## src/hdl/ypcam_pkg.sv

```systemverilog
// Shared constants, types and helpers for the yaw/pitch camera update block.
package ypcam_pkg;

    localparam int POS_FRAC_BITS   = 16;
    localparam int TRIG_ITERATIONS = 16;
    localparam int MOVE_SHIFT      = 39 - POS_FRAC_BITS;
    localparam int YAW_FULL        = 46080;
    localparam int PITCH_LIMIT     = 11392;
    localparam int CORDIC_GAIN     = 652032874;
    localparam int RECIP45         = 46604;
    localparam int ATAN_COUNT      = 24;
    localparam int ITER_W          = $clog2(ATAN_COUNT);

    localparam logic [31:0] ATAN_TAB [ATAN_COUNT] = '{
        32'h20000000, 32'h12E4051D, 32'h09FB385B, 32'h051111D4, 32'h028B0D43,
        32'h0145D7E1, 32'h00A2F61E, 32'h00517C55, 32'h0028BE53, 32'h00145F2F,
        32'h000A2F98, 32'h000517CC, 32'h00028BE6, 32'h000145F3, 32'h0000A2F9,
        32'h0000517C, 32'h000028BE, 32'h0000145F, 32'h00000A2F, 32'h00000517,
        32'h0000028B, 32'h00000145, 32'h000000A2, 32'h00000051
    };

    typedef logic [21:0] frac45_t [45];

    function automatic frac45_t build_frac45();
        frac45_t t;
        for (int v = 0; v < 45; v++)
        begin
            t[v] = 22'(((64'(v) << 22) + 64'd22) / 64'd45);
        end
        return t;
    endfunction

    localparam frac45_t FRAC45 = build_frac45();

    typedef enum logic [2:0] {
        OP_FWD    = 3'd0,
        OP_BACK   = 3'd1,
        OP_LEFT   = 3'd2,
        OP_RIGHT  = 3'd3,
        OP_ROTATE = 3'd4
    } op_t;

    typedef enum logic [3:0] {
        S_IDLE,
        S_ROT,
        S_YSTART,
        S_YWAIT,
        S_PSTART,
        S_PWAIT,
        S_FRONT_MUL,
        S_FRONT_WR,
        S_SPEED,
        S_SPEED_WR,
        S_AXIS_MUL,
        S_AXIS_ADD,
        S_OUT
    } state_t;

    typedef enum logic [2:0] {
        CS_IDLE,
        CS_RECIP,
        CS_BAM,
        CS_ITER,
        CS_DONE
    } cstate_t;

    function automatic logic signed [15:0] q15_round(logic signed [33:0] v);
        logic signed [33:0] t;
        t = (v + 34'sd16384) >>> 15;
        if (t > 34'sd32767)
            t = 34'sd32767;
        else if (t < -34'sd32767)
            t = -34'sd32767;
        return 16'(t);
    endfunction

endpackage

```

## src/hdl/ypcam_cordic.sv

```systemverilog
// Iterative rotation-mode CORDIC: angle in 1/128 degree to cos and sin in Q1.15.
module ypcam_cordic
    import ypcam_pkg::*;
(
    input  logic                clk,
    input  logic                rst_n,
    input  logic                start,
    input  logic signed [16:0]  angle,
    output logic                done,
    output logic signed [15:0]  cos_q15,
    output logic signed [15:0]  sin_q15
);

    cstate_t                state_reg, state_next;
    logic                   neg_reg;
    logic [15:0]            mag_reg;
    logic [10:0]            u_reg;
    logic signed [33:0]     x_reg, y_reg, z_reg;
    logic                   flip_reg;
    logic [ITER_W-1:0]      iter_reg;

    logic [31:0]            recip_prod;
    logic [5:0]             v_rem;
    logic signed [33:0]     z_abs, z_sgn, z_fold;
    logic                   fold;
    logic signed [33:0]     dx, dy, atan_e;
    logic                   last_iter;

    assign recip_prod = 32'(mag_reg) * 32'(RECIP45);
    assign v_rem      = 6'(mag_reg - 16'(u_reg) * 16'd45);
    assign z_abs      = {1'b0, u_reg, 22'b0} + 34'(FRAC45[v_rem]);
    assign dx         = y_reg >>> iter_reg;
    assign dy         = x_reg >>> iter_reg;
    assign atan_e     = $signed({2'b0, ATAN_TAB[iter_reg]});
    assign last_iter  = (iter_reg == ITER_W'(TRIG_ITERATIONS - 1));

    always_comb
    begin
        z_sgn = neg_reg ? -z_abs : z_abs;
        if (z_sgn >= 34'sh0_8000_0000)
            z_sgn = z_sgn - 34'sh1_0000_0000;
        fold   = 1'b0;
        z_fold = z_sgn;
        if (z_sgn > 34'sh0_4000_0000)
        begin
            z_fold = z_sgn - 34'sh0_8000_0000;
            fold   = 1'b1;
        end
        else if (z_sgn < -34'sh0_4000_0000)
        begin
            z_fold = z_sgn + 34'sh0_8000_0000;
            fold   = 1'b1;
        end
    end

    always_comb
    begin
        state_next = state_reg;
        unique case (state_reg)
            CS_IDLE:  if (start) state_next = CS_RECIP;
            CS_RECIP: state_next = CS_BAM;
            CS_BAM:   state_next = CS_ITER;
            CS_ITER:  if (last_iter) state_next = CS_DONE;
            CS_DONE:  state_next = CS_IDLE;
            default:  state_next = CS_IDLE;
        endcase
    end

    always_comb
    begin
        done    = (state_reg == CS_DONE);
        cos_q15 = q15_round(flip_reg ? -x_reg : x_reg);
        sin_q15 = q15_round(flip_reg ? -y_reg : y_reg);
    end

    always_ff @(posedge clk or negedge rst_n)
    begin
        if (!rst_n)
            state_reg <= CS_IDLE;
        else
            state_reg <= state_next;
    end

    always_ff @(posedge clk)
    begin
        unique case (state_reg)
            CS_IDLE:
            begin
                neg_reg <= angle[16];
                mag_reg <= 16'(angle[16] ? -angle : angle);
            end
            CS_RECIP:
            begin
                u_reg <= recip_prod[31:21];
            end
            CS_BAM:
            begin
                z_reg    <= z_fold;
                flip_reg <= fold;
                x_reg    <= 34'(CORDIC_GAIN);
                y_reg    <= '0;
                iter_reg <= '0;
            end
            CS_ITER:
            begin
                if (!z_reg[33])
                begin
                    x_reg <= x_reg - dx;
                    y_reg <= y_reg + dy;
                    z_reg <= z_reg - atan_e;
                end
                else
                begin
                    x_reg <= x_reg + dx;
                    y_reg <= y_reg - dy;
                    z_reg <= z_reg + atan_e;
                end
                iter_reg <= iter_reg + 1'b1;
            end
            default:
            begin
            end
        endcase
    end

endmodule

```

## config.mk

```make
export PLATFORM = sky130hd
export DESIGN_NAME = ypcam_cordic
export DESIGN_NICKNAME = d
export VERILOG_FILES = /design/src/hdl/ypcam_pkg.sv /design/src/hdl/ypcam_cordic.sv
export SDC_FILE = /design/constraint.sdc
export NUM_CORES = 1
export LEC_CHECK = 0
export BUFFER_PORTS_ARGS = -buffer_cell sky130_fd_sc_hd__buf_2
export CORE_UTILIZATION = 50
export DETAILED_ROUTE_END_ITERATION = 12
export PLACE_DENSITY_LB_ADDON = 0.15
export SLEW_MARGIN = 20
export SYNTH_ARGS = -nofsm -noshare
export SYNTH_HDL_FRONTEND = slang
export SYNTH_SLANG_ARGS = --single-unit
```

## constraint.sdc

```tcl
create_clock -name clk -period 7 [get_ports clk]
set_input_delay 1.75 -clock clk [delete_from_list [all_inputs] [get_ports clk]]
set_output_delay 1.75 -clock clk [all_outputs]
set_load 0.01 [all_outputs]
```

==> summary.txt <==
Setup path
  – Slowest cell delay on critical path: 590 ps
  – R2R Path Start: u_reg[2]$_DFFE_PP_
  – Crit. End Element: flop
  – Worst Reg-to-Reg Cells: 27
  – End of the worst register-to-register path: z_reg[32]$_DFFE_PN_
  – Most used cell, CP: ha_1
  – Worst Path Arrival: 7010 ps
  – Slowest-stage cell, CP: or4_4
  – CP Data Required Time: 7200 ps
  – Worst Setup Start Kind: flop
  – Crit Path Max Fanout: 7
  – Worst setup path class: reg2reg
  – Worst R2R Setup Slack: 180 ps

Final layout
  – Diode count: 0
  – Area growth, synth to finish: 9.14%
  – Final nets: 3306
  – Final Util: 55.3%
  – Fin area: 27100 µm²
  – Layout cells sized above 1: 14.7%

Yosys
  – Post-synth cell types: 115
  – Seq/Total Area, Yosys: 16.8%
  – Top-count cell post-synth: nand2_1
  – Post-synth EDFFs: 136
  – Top FF cell, synth: edfxtp_1
  – Yosys reg bits: 139
  – Ys async rst share: 2.16%
  – Synth cell count leaders: 261 x nand2_1, 248 x nor2_1, 247 x ha_1
  – Warnings from Yosys: 0
  – Cells after synthesis: 2948
  – Synthesized cell area: 24800 µm²
  – Area share of the largest cell type after synthesis: 16.5%
  – Cell taking the most area after synthesis: edfxtp_1
  – Avg Cell Area, Syn: 8.42 µm²
  – Ranking of synthesized cells by area: edfxtp_1 16%, ha_1 12%, mux4_2 8.1%
  – Syn nets: 3272

STA
  – Fin. Hold Viols: 0
  – Slew Limit Headroom: 32.0%
  – Final Setup Violations: 0
  – Worst Tran Pin Value: 1020 ps
  – RSZ-0062 raised after global routing: yes
  – Part of the cycle the worst path needs: 97.4%
  – Max Fclk: 147 MHz
  – Max-slew violation count: 0
  – Tmin final: 6820 ps
  – Worst hold slack: 633 ps
  – Clock skew: 16.4 ps

Routing
  – Via density: 6.24
  – DR vias: 22814
  – DRT iter0 DRCs: 1999
  – # DRC: 0
  – Final ANT Viol Nets: 0
  – Routed len/inst: 20.4 µm
  – Final wirelength: 74.7 mm
  – 1st-pass router iterations: 6

Die
  – Ports: 53
  – Die Width: 225 µm
  – Chip height: 225 µm
  – Rows: 81
  – Die area: 50500 µm²
  – Initial Util: 50.7%
  – Core area: 49000 µm²

Clocking
  – Clock slew at reported path FFs: 60 ps
  – CTS root buf: clkbuf_16
  – H-tree depth: 4
  – Hold_buf cts: 0
  – Maximum clock insertion buffer count: 2
  – TritonCTS clock tree: done
  – Worst-Skew Late Latency: 490 ps
  – Total CTS buffers: 17
  – Clock Sinks: 139

Global route
  – Number of global-route vias before repair: 21536
  – Gr ovfl total: 0
  – Initial antenna violation count: 0
  – Gr usage total: 29.7%
  – Largest net degree at the start of global routing: 81
  – First-pass GRT wire length: 118 mm

Placed design
  – Detail Placement HPWL: 58.3 mm
  – Placed cell area: 26100 µm²
  – RD Place Congestion: 0.963
  – IO Port Bufs: 52

Hold path
  – Endpoint, Worst Hold: state_reg[0]$_DFFE_PN0P_
  – Worst hold path class: reg2reg
  – Hold Path Cell Cnt: 1
  – Hold Crit Start: state_reg[2]$_DFFE_PN0P_

Flow run
  – Max cap viols: 0

Run status
  – Run status: finished clean
-- per-stage QoR --
step | TNS (ps) | worst slack, ps | instances
detailed placement | 0 | 49.3 | 3610
global placement | 0 | 135 | 3610
finish | 0 | 183 | 3659
global route | -98.5 | -98.5 | 3659
floorplan | 0 | 38.2 | 2948
CTS | 0 | 12.4 | 3642
-- per-layer routing --
layer / wire length [µm] / global-route usage (%) / part of all wire [%] / vias up
li1: - / - / - / 10869
met1: 32200 / 39.0 / 43 / 11008
met2: 35500 / 49.6 / 48 / 811
met3: 5160 / 5.41 / 6.9 / 126
met4: 1820 / 8.80 / 2.4 / 0
met5: 0 / 0 / 0 / -
-- cell type report --
class                   count  area [µm²]
inverters                 194         728
well taps                 664         831
repair buffers            180        1340
flip-flops and latches    139        4160
multi-input cells        2450       19400
clock buffers              19         433
fillers                  4497       21900
clock inverters            13         144
-- timing repair --
item	in CTS	in global routing
resized for setup	0	57
setup buffers	0	15
endpoints found under the setup margin	0	49
-- placed cells by master, fill, tap and decap left out, drive strengths merged, types with 24 or more instances in the layout --
master | Yosys | routed
nand2 | 262 | 262
nor2 | 248 | 248
ha | 247 | 247
a21oi | 228 | 228
inv | 191 | 194
o21ai | 187 | 187
buf | 48 | 179
xnor2 | 173 | 173
edfxtp | 136 | 136
xor2 | 117 | 117
mux4 | 89 | 89
nor3 | 76 | 76
nand3 | 58 | 58
fa | 57 | 57
a21o | 52 | 52
nand2b | 45 | 45
a31oi | 45 | 45
mux2i | 44 | 44
o21a | 36 | 36
o31ai | 35 | 35
mux2 | 35 | 35
a211oi | 31 | 31
and2 | 30 | 30
nor2b | 24 | 24
-- worst max-delay path, delay by kind of cell, from the launching register on --
kind	cells	cell delay, ps
buffers and inverters	4	420
XOR/XNOR	3	620
adder cells (fa/ha/maj)	7	2220
flip-flops	1	410
AO/OA/AOI/OAI	7	1230
AND/OR/NAND/NOR	6	1630
-- worst max path at each step --
| stage | slack, ps | startpoint | to |
|---|---|---|---|
| 6_report | 180 | u_reg[2]$_DFFE_PP_ | z_reg[32]$_DFFE_PN_ |
| 5_1_grt | -100 | u_reg[2]$_DFFE_PP_ | z_reg[32]$_DFFE_PN_ |
| 4_1_cts | 10 | x_reg[13]$_SDFFCE_PN1N_ | cos_q15[4] |
| 3_5_place_dp | 50 | mag_reg[2]$_DFFE_PP_ | z_reg[32]$_DFFE_PN_ |
| 3_3_place_gp | 140 | mag_reg[2]$_DFFE_PP_ | z_reg[32]$_DFFE_PN_ |
| 2_1_floorplan | 40 | u_reg[2]$_DFFE_PP_ | z_reg[32]$_DFFE_PN_ |
-- cell families after synthesis --
logic type | synth area share (%)
buffers and inverters | 6.01
AO/OA/AOI/OAI | 20.6
flip-flops | 16.8
multiplexers | 11.5
adder cells (fa/ha/maj) | 17.1
XOR/XNOR | 10.7
AND/OR/NAND/NOR | 17.4
Power is not shown: default switching activity piles up to over one toggle a cycle in this logic, so the estimate is an artifact.
